File: config.mk
export PLATFORM = sky130hd
export DESIGN_NAME = fair_share_slot_scheduler
export DESIGN_NICKNAME = d
export VERILOG_FILES = /design/src/rtl/fss_pkg.sv /design/src/rtl/fss_ctrl.sv /design/src/rtl/fss_dp.sv /design/src/rtl/fair_share_slot_scheduler.sv
export SDC_FILE = /design/constraint.sdc
export NUM_CORES = 2
export LEC_CHECK = 0
export BUFFER_PORTS_ARGS = -buffer_cell sky130_fd_sc_hd__clkbuf_2
export CORE_ASPECT_RATIO = 1.4
export CORE_MARGIN = 2
export CORE_UTILIZATION = 46
export DETAILED_ROUTE_END_ITERATION = 7
export GPL_ROUTABILITY_DRIVEN = 0
export GPL_TIMING_DRIVEN = 0
export HOLD_SLACK_MARGIN = 0.05
export SYNTH_ARGS = -nofsm -noshare
export SYNTH_HDL_FRONTEND = slang
export SYNTH_SLANG_ARGS = --single-unit
File: constraint.sdc
create_clock -name clk -period 9.5 [get_ports clk]
set_clock_uncertainty 0.1 [all_clocks]
set_input_delay 0.475 -clock clk [delete_from_list [all_inputs] [get_ports clk]]
set_output_delay 0.475 -clock clk [all_outputs]
set_load 0.01 [all_outputs]
File: src/rtl/fss_pkg.sv
// Shared types and codes of the fair-share slot scheduler.
package fss_pkg;

  // Input operation codes.
  localparam logic [1:0] OP_DEMAND = 2'd0;
  localparam logic [1:0] OP_START  = 2'd1;
  localparam logic [1:0] OP_TICK   = 2'd2;

  // Register indexes (byte address divided by four).
  localparam logic [1:0] REG_TASK_COUNT = 2'd0;
  localparam logic [1:0] REG_CORE       = 2'd1;
  localparam logic [1:0] REG_TOLERANCE  = 2'd2;

  localparam logic [3:0] TASK_COUNT_RST = 4'd8;

  // Operand pairs of the shared multiplier.
  typedef enum logic [1:0] {
    MS_TD = 2'd0,  // elapsed * demand
    MS_CL = 2'd1,  // done * length
    MS_BD = 2'd2   // (best * 256 + tolerance) * demand
  } mul_sel_t;

  typedef struct packed {
    logic     wr_demand;
    logic     start_ivl;
    logic     scan_init;
    logic     task_next;
    logic     mul_go;
    mul_sel_t mul_sel;
    logic     div_go;
    logic     take_win;
    logic     finish;
  } fss_cmd_t;

  typedef struct packed {
    logic tick_live;
    logic scan_end;
    logic task_skip;
    logic mul_done;
    logic div_done;
    logic not_elig;
    logic over_best;
  } fss_sts_t;

  typedef struct packed {
    logic        granted;
    logic [2:0]  task_id;
    logic [31:0] slot_time;
    logic        last;
    logic        short_fall;
  } fss_res_t;

endpackage

File: src/rtl/fss_ctrl.sv
// Controller state machine that sequences one slot decision over the task list.
module fss_ctrl import fss_pkg::*; (
  input  logic       clk,
  input  logic       rst_n,
  input  logic       in_valid,
  input  logic [1:0] in_op,
  input  logic       out_free,
  input  fss_sts_t   sts,
  output logic       in_ready,
  output fss_cmd_t   cmd
);

  typedef enum logic [6:0] {
    ST_IDLE = 7'b0000001,
    ST_CHK  = 7'b0000010,
    ST_M1   = 7'b0000100,
    ST_M2   = 7'b0001000,
    ST_M3   = 7'b0010000,
    ST_DIV  = 7'b0100000,
    ST_END  = 7'b1000000
  } state_t;

  state_t state_r, state_nxt;
  logic   acc;

  assign in_ready = (state_r == ST_IDLE);
  assign acc      = in_valid && in_ready;

  always_comb begin
    state_nxt = state_r;
    cmd       = '0;
    cmd.mul_sel = MS_TD;
    case (state_r)
      ST_IDLE: begin
        if (acc) begin
          cmd.wr_demand = (in_op == OP_DEMAND);
          cmd.start_ivl = (in_op == OP_START);
          if (in_op == OP_TICK && sts.tick_live) begin
            cmd.scan_init = 1'b1;
            state_nxt     = ST_CHK;
          end
        end
      end
      ST_CHK: begin
        if (sts.scan_end) begin
          state_nxt = ST_END;
        end else if (sts.task_skip) begin
          cmd.task_next = 1'b1;
        end else begin
          cmd.mul_go  = 1'b1;
          cmd.mul_sel = MS_TD;
          state_nxt   = ST_M1;
        end
      end
      ST_M1: begin
        if (sts.mul_done) begin
          cmd.mul_go  = 1'b1;
          cmd.mul_sel = MS_CL;
          state_nxt   = ST_M2;
        end
      end
      ST_M2: begin
        if (sts.mul_done) begin
          if (sts.not_elig) begin
            cmd.task_next = 1'b1;
            state_nxt     = ST_CHK;
          end else begin
            cmd.mul_go  = 1'b1;
            cmd.mul_sel = MS_BD;
            state_nxt   = ST_M3;
          end
        end
      end
      ST_M3: begin
        if (sts.mul_done) begin
          if (sts.over_best) begin
            cmd.task_next = 1'b1;
            state_nxt     = ST_CHK;
          end else begin
            cmd.div_go = 1'b1;
            state_nxt  = ST_DIV;
          end
        end
      end
      ST_DIV: begin
        if (sts.div_done) begin
          cmd.take_win  = 1'b1;
          cmd.task_next = 1'b1;
          state_nxt     = ST_CHK;
        end
      end
      ST_END: begin
        if (out_free) begin
          cmd.finish = 1'b1;
          state_nxt  = ST_IDLE;
        end
      end
      default: state_nxt = ST_IDLE;
    endcase
  end

  always_ff @(posedge clk) begin
    if (!rst_n) begin
      state_r <= ST_IDLE;
    end else begin
      state_r <= state_nxt;
    end
  end

endmodule

File: src/rtl/fss_dp.sv
// Datapath: task tables, interval state, shared serial multiplier and divider.
module fss_dp import fss_pkg::*; #(
  parameter int MAX_TASKS = 8,
  parameter int LEN_BITS  = 16
) (
  input  logic        clk,
  input  logic        rst_n,
  input  fss_cmd_t    cmd,
  input  logic [2:0]  task_index,
  input  logic [15:0] amount,
  input  logic [31:0] start_time,
  input  logic [3:0]  task_count,
  input  logic [7:0]  tie_tolerance,
  output fss_sts_t    sts,
  output fss_res_t    res
);

  localparam int L   = LEN_BITS;
  localparam int XW  = (MAX_TASKS > 1) ? $clog2(MAX_TASKS) : 1;
  localparam int IW  = $clog2(MAX_TASKS + 1);
  localparam int BW  = L + 9;
  localparam int PW  = 2 * L + 9;
  localparam int DW  = 2 * L + 2;
  localparam int MCW = $clog2(L);
  localparam int DCW = $clog2(DW);

  logic [L-1:0]  demand_r [MAX_TASKS];
  logic [L-1:0]  done_r   [MAX_TASKS];
  logic [L-1:0]  len_r, t_r, amt;
  logic [31:0]   base_r;
  logic [IW-1:0] i_r, n_cur;
  logic [XW-1:0] ix, win_ix_r;
  logic          win_vld_r;
  logic [L:0]    best_r;
  logic [L-1:0]  d_cur, c_cur, t_nxt;
  logic [2*L-1:0] p1_r, p2_r, p2_now, fsum;

  // Serial multiplier.
  logic [PW-1:0]  ma_r, macc_r;
  logic [L-1:0]   mb_r;
  logic [MCW-1:0] mcnt_r;
  logic           mbusy_r, mdone_r;
  mul_sel_t       msel_r;
  logic [BW-1:0]  ma_in;
  logic [L-1:0]   mb_in;

  // Restoring divider, one quotient bit per cycle.
  logic [DW-1:0]  dvd_r, q_r, dvd_in;
  logic [L:0]     rem_r, dsr_r;
  logic [L+1:0]   rtry;
  logic [DCW-1:0] dcnt_r;
  logic           dbusy_r, ddone_r;

  logic [2*L+1:0] e_lhs, e_rhs;
  logic [PW-1:0]  f_lhs;
  logic           shortfall;

  assign amt    = L'(amount);
  assign n_cur  = (int'(task_count) > MAX_TASKS) ? IW'(MAX_TASKS) : IW'(task_count);
  assign ix     = i_r[XW-1:0];
  assign d_cur  = demand_r[ix];
  assign c_cur  = done_r[ix];
  assign p2_now = macc_r[2*L-1:0];
  assign fsum   = p2_r + (2*L)'(len_r);

  always_comb begin
    case (cmd.mul_sel)
      MS_TD: begin
        ma_in = BW'(t_r);
        mb_in = d_cur;
      end
      MS_CL: begin
        ma_in = BW'(c_cur);
        mb_in = len_r;
      end
      MS_BD: begin
        ma_in = {best_r, tie_tolerance};
        mb_in = d_cur;
      end
      default: begin
        ma_in = '0;
        mb_in = '0;
      end
    endcase
  end

  // Task is late enough when c <= round(t*d/len), i.e. not 2*t*d + len < 2*c*len.
  assign e_lhs = (2*L+2)'({p1_r, 1'b0}) + (2*L+2)'(len_r);
  assign e_rhs = (2*L+2)'({p2_now, 1'b0});
  // Finish time (c+1)*len/d against best + tolerance/256, scaled by 256*d.
  assign f_lhs = PW'({fsum, 8'd0});
  assign dvd_in = DW'({fsum, 1'b0}) + DW'(d_cur);
  assign rtry   = {rem_r, dvd_r[DW-1]};

  assign sts.tick_live = (t_r < len_r);
  assign sts.scan_end  = (i_r == n_cur);
  assign sts.task_skip = (d_cur == '0) || (c_cur >= d_cur);
  assign sts.mul_done  = mdone_r;
  assign sts.div_done  = ddone_r;
  assign sts.not_elig  = (e_lhs < e_rhs);
  assign sts.over_best = (f_lhs > macc_r);

  assign t_nxt = (t_r + L'(1) == '0) ? len_r : t_r + L'(1);

  always_comb begin
    shortfall = 1'b0;
    for (int k = 0; k < MAX_TASKS; k++) begin
      if (k < int'(n_cur)) begin
        if (done_r[k] + L'(win_vld_r && (win_ix_r == XW'(k))) < demand_r[k]) begin
          shortfall = 1'b1;
        end
      end
    end
  end

  assign res.granted    = win_vld_r;
  assign res.task_id    = win_vld_r ? 3'(win_ix_r) : 3'd0;
  assign res.slot_time  = base_r + 32'(t_r);
  assign res.last       = (t_r + L'(1) == len_r);
  assign res.short_fall = res.last && shortfall;

  always_ff @(posedge clk) begin
    if (!rst_n) begin
      for (int k = 0; k < MAX_TASKS; k++) begin
        demand_r[k] <= '0;
        done_r[k]   <= '0;
      end
      len_r     <= '0;
      base_r    <= '0;
      t_r       <= '0;
      i_r       <= '0;
      win_vld_r <= 1'b0;
      mbusy_r   <= 1'b0;
      mdone_r   <= 1'b0;
      dbusy_r   <= 1'b0;
      ddone_r   <= 1'b0;
    end else begin
      if (cmd.wr_demand && int'(task_index) < MAX_TASKS) begin
        demand_r[XW'(task_index)] <= amt;
      end
      if (cmd.start_ivl) begin
        for (int k = 0; k < MAX_TASKS; k++) done_r[k] <= '0;
        len_r  <= amt;
        base_r <= start_time;
        t_r    <= '0;
      end
      if (cmd.scan_init) begin
        i_r       <= '0;
        win_vld_r <= 1'b0;
      end
      if (cmd.task_next) i_r <= i_r + IW'(1);
      if (cmd.take_win) begin
        win_vld_r <= 1'b1;
      end
      if (cmd.finish) begin
        if (win_vld_r) done_r[win_ix_r] <= done_r[win_ix_r] + L'(1);
        t_r <= t_nxt;
      end

      mdone_r <= 1'b0;
      if (cmd.mul_go) begin
        mbusy_r <= 1'b1;
        mcnt_r  <= '0;
      end else if (mbusy_r) begin
        mcnt_r <= mcnt_r + MCW'(1);
        if (mcnt_r == MCW'(L - 1)) begin
          mbusy_r <= 1'b0;
          mdone_r <= 1'b1;
        end
      end

      ddone_r <= 1'b0;
      if (cmd.div_go) begin
        dbusy_r <= 1'b1;
        dcnt_r  <= '0;
      end else if (dbusy_r) begin
        dcnt_r <= dcnt_r + DCW'(1);
        if (dcnt_r == DCW'(DW - 1)) begin
          dbusy_r <= 1'b0;
          ddone_r <= 1'b1;
        end
      end
    end
  end

  // Payload of the scan and the arithmetic units.
  always_ff @(posedge clk) begin
    if (cmd.scan_init) best_r <= (L+1)'(len_r) + (L+1)'(1);
    if (cmd.take_win) begin
      best_r   <= q_r[L:0];
      win_ix_r <= ix;
    end
    if (mdone_r && msel_r == MS_TD) p1_r <= p2_now;
    if (mdone_r && msel_r == MS_CL) p2_r <= p2_now;

    if (cmd.mul_go) begin
      ma_r   <= PW'(ma_in);
      mb_r   <= mb_in;
      macc_r <= '0;
      msel_r <= cmd.mul_sel;
    end else if (mbusy_r) begin
      if (mb_r[0]) macc_r <= macc_r + ma_r;
      ma_r <= {ma_r[PW-2:0], 1'b0};
      mb_r <= mb_r >> 1;
    end

    if (cmd.div_go) begin
      dvd_r <= dvd_in;
      dsr_r <= {d_cur, 1'b0};
      rem_r <= '0;
      q_r   <= '0;
    end else if (dbusy_r) begin
      dvd_r <= {dvd_r[DW-2:0], 1'b0};
      if (rtry >= (L+2)'(dsr_r)) begin
        rem_r <= (L+1)'(rtry - (L+2)'(dsr_r));
        q_r   <= {q_r[DW-2:0], 1'b1};
      end else begin
        rem_r <= rtry[L:0];
        q_r   <= {q_r[DW-2:0], 1'b0};
      end
    end
  end

endmodule

File: src/rtl/fair_share_slot_scheduler.sv
// Top level of the fair-share slot scheduler: register port, output register, core.
// Software loads each task's slot demand (operation 0), then opens an interval with
// a length and an absolute start time (operation 1), which clears all done counts.
// Each slot tick (operation 2) inside an interval produces exactly one result beat:
// the tasks below task_count are scanned in order, a task being eligible when its
// done count is at most round(elapsed*demand/length) and below its demand; the last
// eligible task whose finish time (done+1)*length/demand is within the running best
// (rounded half up) plus tie_tolerance/256 gets the slot. Idle slots still report a
// beat with granted low, and the last slot of the interval raises tlast and flags a
// shortfall if any scanned task ended below its demand. Demand and start beats, ticks
// outside an interval and operation 3 give no result. One item is worked on at a time.
// A demand or start beat is taken in the idle state and writes its tables directly.
// A tick visits each scanned task in a check state: a task with zero or met demand
// is skipped there, the others pass through the shared serial multiplier (up to three
// products per task) and the restoring divider (only for a task whose finish time is
// within the best so far plus the tolerance) before the next task. A new beat is
// taken while the previous result still waits in the output register.
module fair_share_slot_scheduler import fss_pkg::*; #(
  parameter int MAX_TASKS = 8,
  parameter int LEN_BITS  = 16
) (
  input  logic        clk,
  input  logic        rst_n,
  // Input channel.
  input  logic        in_tvalid,
  output logic        in_tready,
  // [1:0] operation, [4:2] task_index, [20:5] amount, [52:21] start_time
  input  logic [55:0] in_tdata,
  // Result channel.
  output logic        out_tvalid,
  input  logic        out_tready,
  // [0] granted, [3:1] task_id, [35:4] slot_time, [43:36] core_out, [44] shortfall
  output logic [47:0] out_tdata,
  output logic        out_tlast,  // interval_done
  // Register port.
  input  logic        cfg_psel,
  input  logic        cfg_penable,
  input  logic        cfg_pwrite,
  input  logic [3:0]  cfg_paddr,
  input  logic [31:0] cfg_pwdata,
  output logic [31:0] cfg_prdata,
  output logic        cfg_pready
);

  logic [3:0]  task_count_r;
  logic [7:0]  core_r, tol_r;
  logic        cfg_wr;
  logic        out_vld_r, out_free;
  logic [47:0] out_data_r;
  logic        out_last_r;
  fss_cmd_t    cmd;
  fss_sts_t    sts;
  fss_res_t    res;

  // Register file. Writes land on the access phase of a write transfer.
  assign cfg_pready = 1'b1;
  assign cfg_wr     = cfg_psel && cfg_penable && cfg_pwrite && cfg_pready;

  always_ff @(posedge clk) begin
    if (!rst_n) begin
      task_count_r <= TASK_COUNT_RST;
      core_r       <= '0;
      tol_r        <= '0;
    end else if (cfg_wr) begin
      case (cfg_paddr[3:2])
        REG_TASK_COUNT: task_count_r <= cfg_pwdata[3:0];
        REG_CORE:       core_r       <= cfg_pwdata[7:0];
        REG_TOLERANCE:  tol_r        <= cfg_pwdata[7:0];
        default: ;
      endcase
    end
  end

  always_comb begin
    case (cfg_paddr[3:2])
      REG_TASK_COUNT: cfg_prdata = {28'd0, task_count_r};
      REG_CORE:       cfg_prdata = {24'd0, core_r};
      REG_TOLERANCE:  cfg_prdata = {24'd0, tol_r};
      default:        cfg_prdata = '0;
    endcase
  end

  // The result register frees up in the same cycle its beat is taken.
  assign out_free = !out_vld_r || out_tready;

  fss_ctrl u_ctrl (
    .clk      (clk),
    .rst_n    (rst_n),
    .in_valid (in_tvalid),
    .in_op    (in_tdata[1:0]),
    .out_free (out_free),
    .sts      (sts),
    .in_ready (in_tready),
    .cmd      (cmd)
  );

  fss_dp #(
    .MAX_TASKS (MAX_TASKS),
    .LEN_BITS  (LEN_BITS)
  ) u_dp (
    .clk           (clk),
    .rst_n         (rst_n),
    .cmd           (cmd),
    .task_index    (in_tdata[4:2]),
    .amount        (in_tdata[20:5]),
    .start_time    (in_tdata[52:21]),
    .task_count    (task_count_r),
    .tie_tolerance (tol_r),
    .sts           (sts),
    .res           (res)
  );

  always_ff @(posedge clk) begin
    if (!rst_n) begin
      out_vld_r <= 1'b0;
    end else if (cmd.finish) begin
      out_vld_r <= 1'b1;
    end else if (out_tready) begin
      out_vld_r <= 1'b0;
    end
  end

  always_ff @(posedge clk) begin
    if (cmd.finish) begin
      out_data_r <= {3'd0, res.short_fall, core_r, res.slot_time, res.task_id, res.granted};
      out_last_r <= res.last;
    end
  end

  assign out_tvalid = out_vld_r;
  assign out_tdata  = out_data_r;
  assign out_tlast  = out_last_r;

endmodule

==> flow_metrics.tcl <==
set metrics [dict create \
    finish.instance_area_sq_um 49600 \
    synth.most_common_cell "edfxtp_1" \
    placedCellCount 5844 \
    firstDrtPassIters 6 \
    maxSlewHeadroom_pct -7.11 \
    core_area_sq_um 95400 \
    antenna_left 0 \
    min_period_over_period_pct 80.2 \
    insertion_delay_ns 0.67 \
    grt_max_degree 36 \
    cp_data_required_time_ns 9.72 \
    numClockSinks 687 \
    grt_pass1_vias 34700 \
    register_area_sq_um 18600 \
    drv_cap 1 \
    fmax_mhz 131 \
    worstMarginPinSlew_ns 1.60 \
    portBuffers 124 \
    via_per_inst 5.86 \
    totalWireLength_um 147000 \
    nNetsFinal 5198 \
    initialDrtViolationCount 2896 \
    antenna_found_initial 5 \
    status "finished, violations left" \
    cts.reportedPaths.clkPinSlew_ns 0.06 \
    post_synth_inst_count 4461 \
    hold_class "in2reg" \
    area_growth_pct 11.9 \
    route.detailed.drc 0 \
    rows 134 \
    die_h_um 371 \
    arrival_ns 7.84 \
    cp-end-kind "flip-flop" \
    placed_cell_area_sq_um 46700 \
    synth_edf_count 489 \
    p_per_area_nw_per_um2 145 \
    fillers 8761 \
    fin_hold_ws_ns 0.160 \
    yosys.area.top_type "edfxtp_1" \
    synth.area.top_cells "edfxtp_1 (33%), ha_1 (10%), dfxtp_1 (8.9%)" \
    cts_tree "yes" \
    ctsRootBufferMaster "clkbuf_16" \
    htreeDepth 3 \
    start_util_pct 46.5 \
    final_util_pct 52.0 \
    finalSetupViolations 0 \
    rsz0062_at_grt "false" \
    report.final.hold_viol_count 0 \
    ys_warn_count 0 \
    synth_ff_type "edfxtp_1" \
    irDropWorstVdd_mv 0.177 \
    violations "capacitance limit, slew limit" \
    synth_seq_cells 687 \
    async_reset_ff_share_pct 0 \
    synth_top_area_share_pct 33.1 \
    netlist_area_sq_um 44300 \
    die-area_sq_um 98900 \
    synth_common_cells "edfxtp_1 (489), nand2_1 (415), nor2_1 (404)" \
    p_leak_nw 19.5 \
    avgSynthCellArea_sq_um 9.94 \
    grt_overflow_total 0 \
    numCtsBuffers 75 \
    slew_viol_final 3 \
    ctsLongestPathBuffers 3 \
    grt_first_pass_wirelength_um 216000 \
    worst_setup_path_start_kind "flip-flop" \
    multiInputGateArea_sq_um 23800 \
    hpwlAfterDp_um 117000 \
    via_count 35300 \
    die_x_um 266 \
    ios 183 \
    track_usage_pct 29.5 \
    drive_above_1_share_pct 9.40 \
    wl_per_cell_um 24.5 \
    tns_ns 0 \
    ys_seq_area_share_pct 42.1 \
    path_class "reg2reg" \
    cp_max_fo 35 \
    fin_cells 6024 \
    fin_crit_ns 7.62 \
    ys_types 85 \
]
[sequential cells by signal, summed over array words and instances (netlist names), 32 cells and up, named ones only]
register       flops
u_dp.p2_r         32
u_dp.macc_r       41
u_dp.demand_r    128
u_dp.base_r       32
u_dp.done_r      128
out_tdata         45
u_dp.ma_r         41
u_dp.dvd_r        34
u_dp.p1_r         32
[cell type report]
class,instances,area share [%]
clock buffer,100,4.19
inverter,281,2.13
sequential,687,37.6
antenna,1,0.00505
clock inverter,39,0.772
multi-input combinational,3318,48.1
buffer,201,1.83
timing repair buffer,173,2.30
tap,1224,3.09
[worst paths after layout]
| check | startpoint | to | slack, ns | depth (start not counted) |
|---|---|---|---|---|
| worst min-delay path | out_tready | out_tvalid$_SDFFE_PN0P_ | 0.16 | 3 |
| worst min register to register | u_dp.base_r[21]$_SDFFE_PN0P_ | u_dp.base_r[21]$_SDFFE_PN0P_ | 0.37 | 2 |
| worst max-delay path | u_dp.len_r[10]$_SDFFE_PN0P_ | u_dp.dcnt_r[1]$_SDFFCE_PP0P_ | 1.88 | 19 |
| worst max register to register | u_dp.len_r[10]$_SDFFE_PN0P_ | u_dp.dcnt_r[1]$_SDFFCE_PP0P_ | 1.88 | 19 |
[where the power goes]
part           internal [W]  switching, W  total (W)
logic              0.000325      0.000494   0.000820
registers           0.00328      0.000104    0.00338
clock network       0.00169       0.00129    0.00298
total               0.00529       0.00189    0.00718
[per-stage QoR]
stage               worst slack, ns  power, W
finish                         1.88   0.00718
global placement               1.41   0.00422
CTS                            1.87   0.00721
floorplan                      3.78   0.00394
detailed placement             1.91   0.00424
global route                   1.53   0.00742
[cells in the final DEF, fill, tap and decap left out, drive strengths merged, types with 28 or more instances in the layout]
| cell type | instances |
|---|---|
| inv | 284 |
| xor2 | 107 |
| dfxtp | 198 |
| and2 | 161 |
| o31ai | 28 |
| mux4 | 96 |
| buf | 70 |
| a21oi | 185 |
| nand4 | 68 |
| conb | 28 |
| and3 | 57 |
| nand2 | 415 |
| edfxtp | 489 |
| nand2b | 50 |
| mux2i | 97 |
| nor3 | 67 |
| a21boi | 74 |
| nor2 | 404 |
| o211ai | 35 |
| a31oi | 48 |
| clkbuf | 363 |
| nand3 | 149 |
| nor2b | 52 |
| o21ai | 211 |
| a211oi | 42 |
| xnor2 | 192 |
| o21a | 38 |
| a21o | 74 |
| dlygate4sd3 | 40 |
| ha | 356 |
[routing by layer]
layer	vias up	part of all wire (%)	global-route usage, %
met5	-	0.018	0
met4	4	8.5	22.5
met3	400	4.7	3.35
met2	1246	50	51.7
li1	16700	-	-
met1	17000	37	32.9
[kinds of logic (layout without fill, tap and decap cells)]
logic type	count (synthesis)	after routing	synth area share [%]
XOR/XNOR	299	299	5.92
multiplexers	212	212	7.55
AND/OR/NAND/NOR	1549	1549	17.0
flip-flops	687	687	42.1
adder cells (fa/ha/maj)	362	362	10.3
buffers and inverters	482	794	4.43
other	2	29	0.0169
AO/OA/AOI/OAI	868	868	12.7
[worst max-delay path, stage by stage (launching register included)]
cell       delay [ns]
dfxtp_1          0.71
ha_1             0.34
buf_2            0.17
a211oi_1         0.30
o2bb2ai_1        0.17
a2bb2oi_2        0.26
nand3_1          0.25
nand4_1          0.24
xor2_1           0.47
inv_1            0.10
ha_1             0.30
and4_1           0.22
a21boi_0         0.13
o31ai_1          0.33
o211ai_1         0.21
o21ai_0          0.89
nand3_1          0.52
clkbuf_1         0.40
nand2b_2         0.74
and2_1           0.41
[repair_timing]
action                                  in CTS  in global routing
endpoints found under the setup margin       0                  0
hold buffers                                40                  0
setup buffers                                0                  0
resized for setup                            0                  0
endpoints found under the hold margin       52                  0
Note: power is estimated with default switching activity, not from simulation.
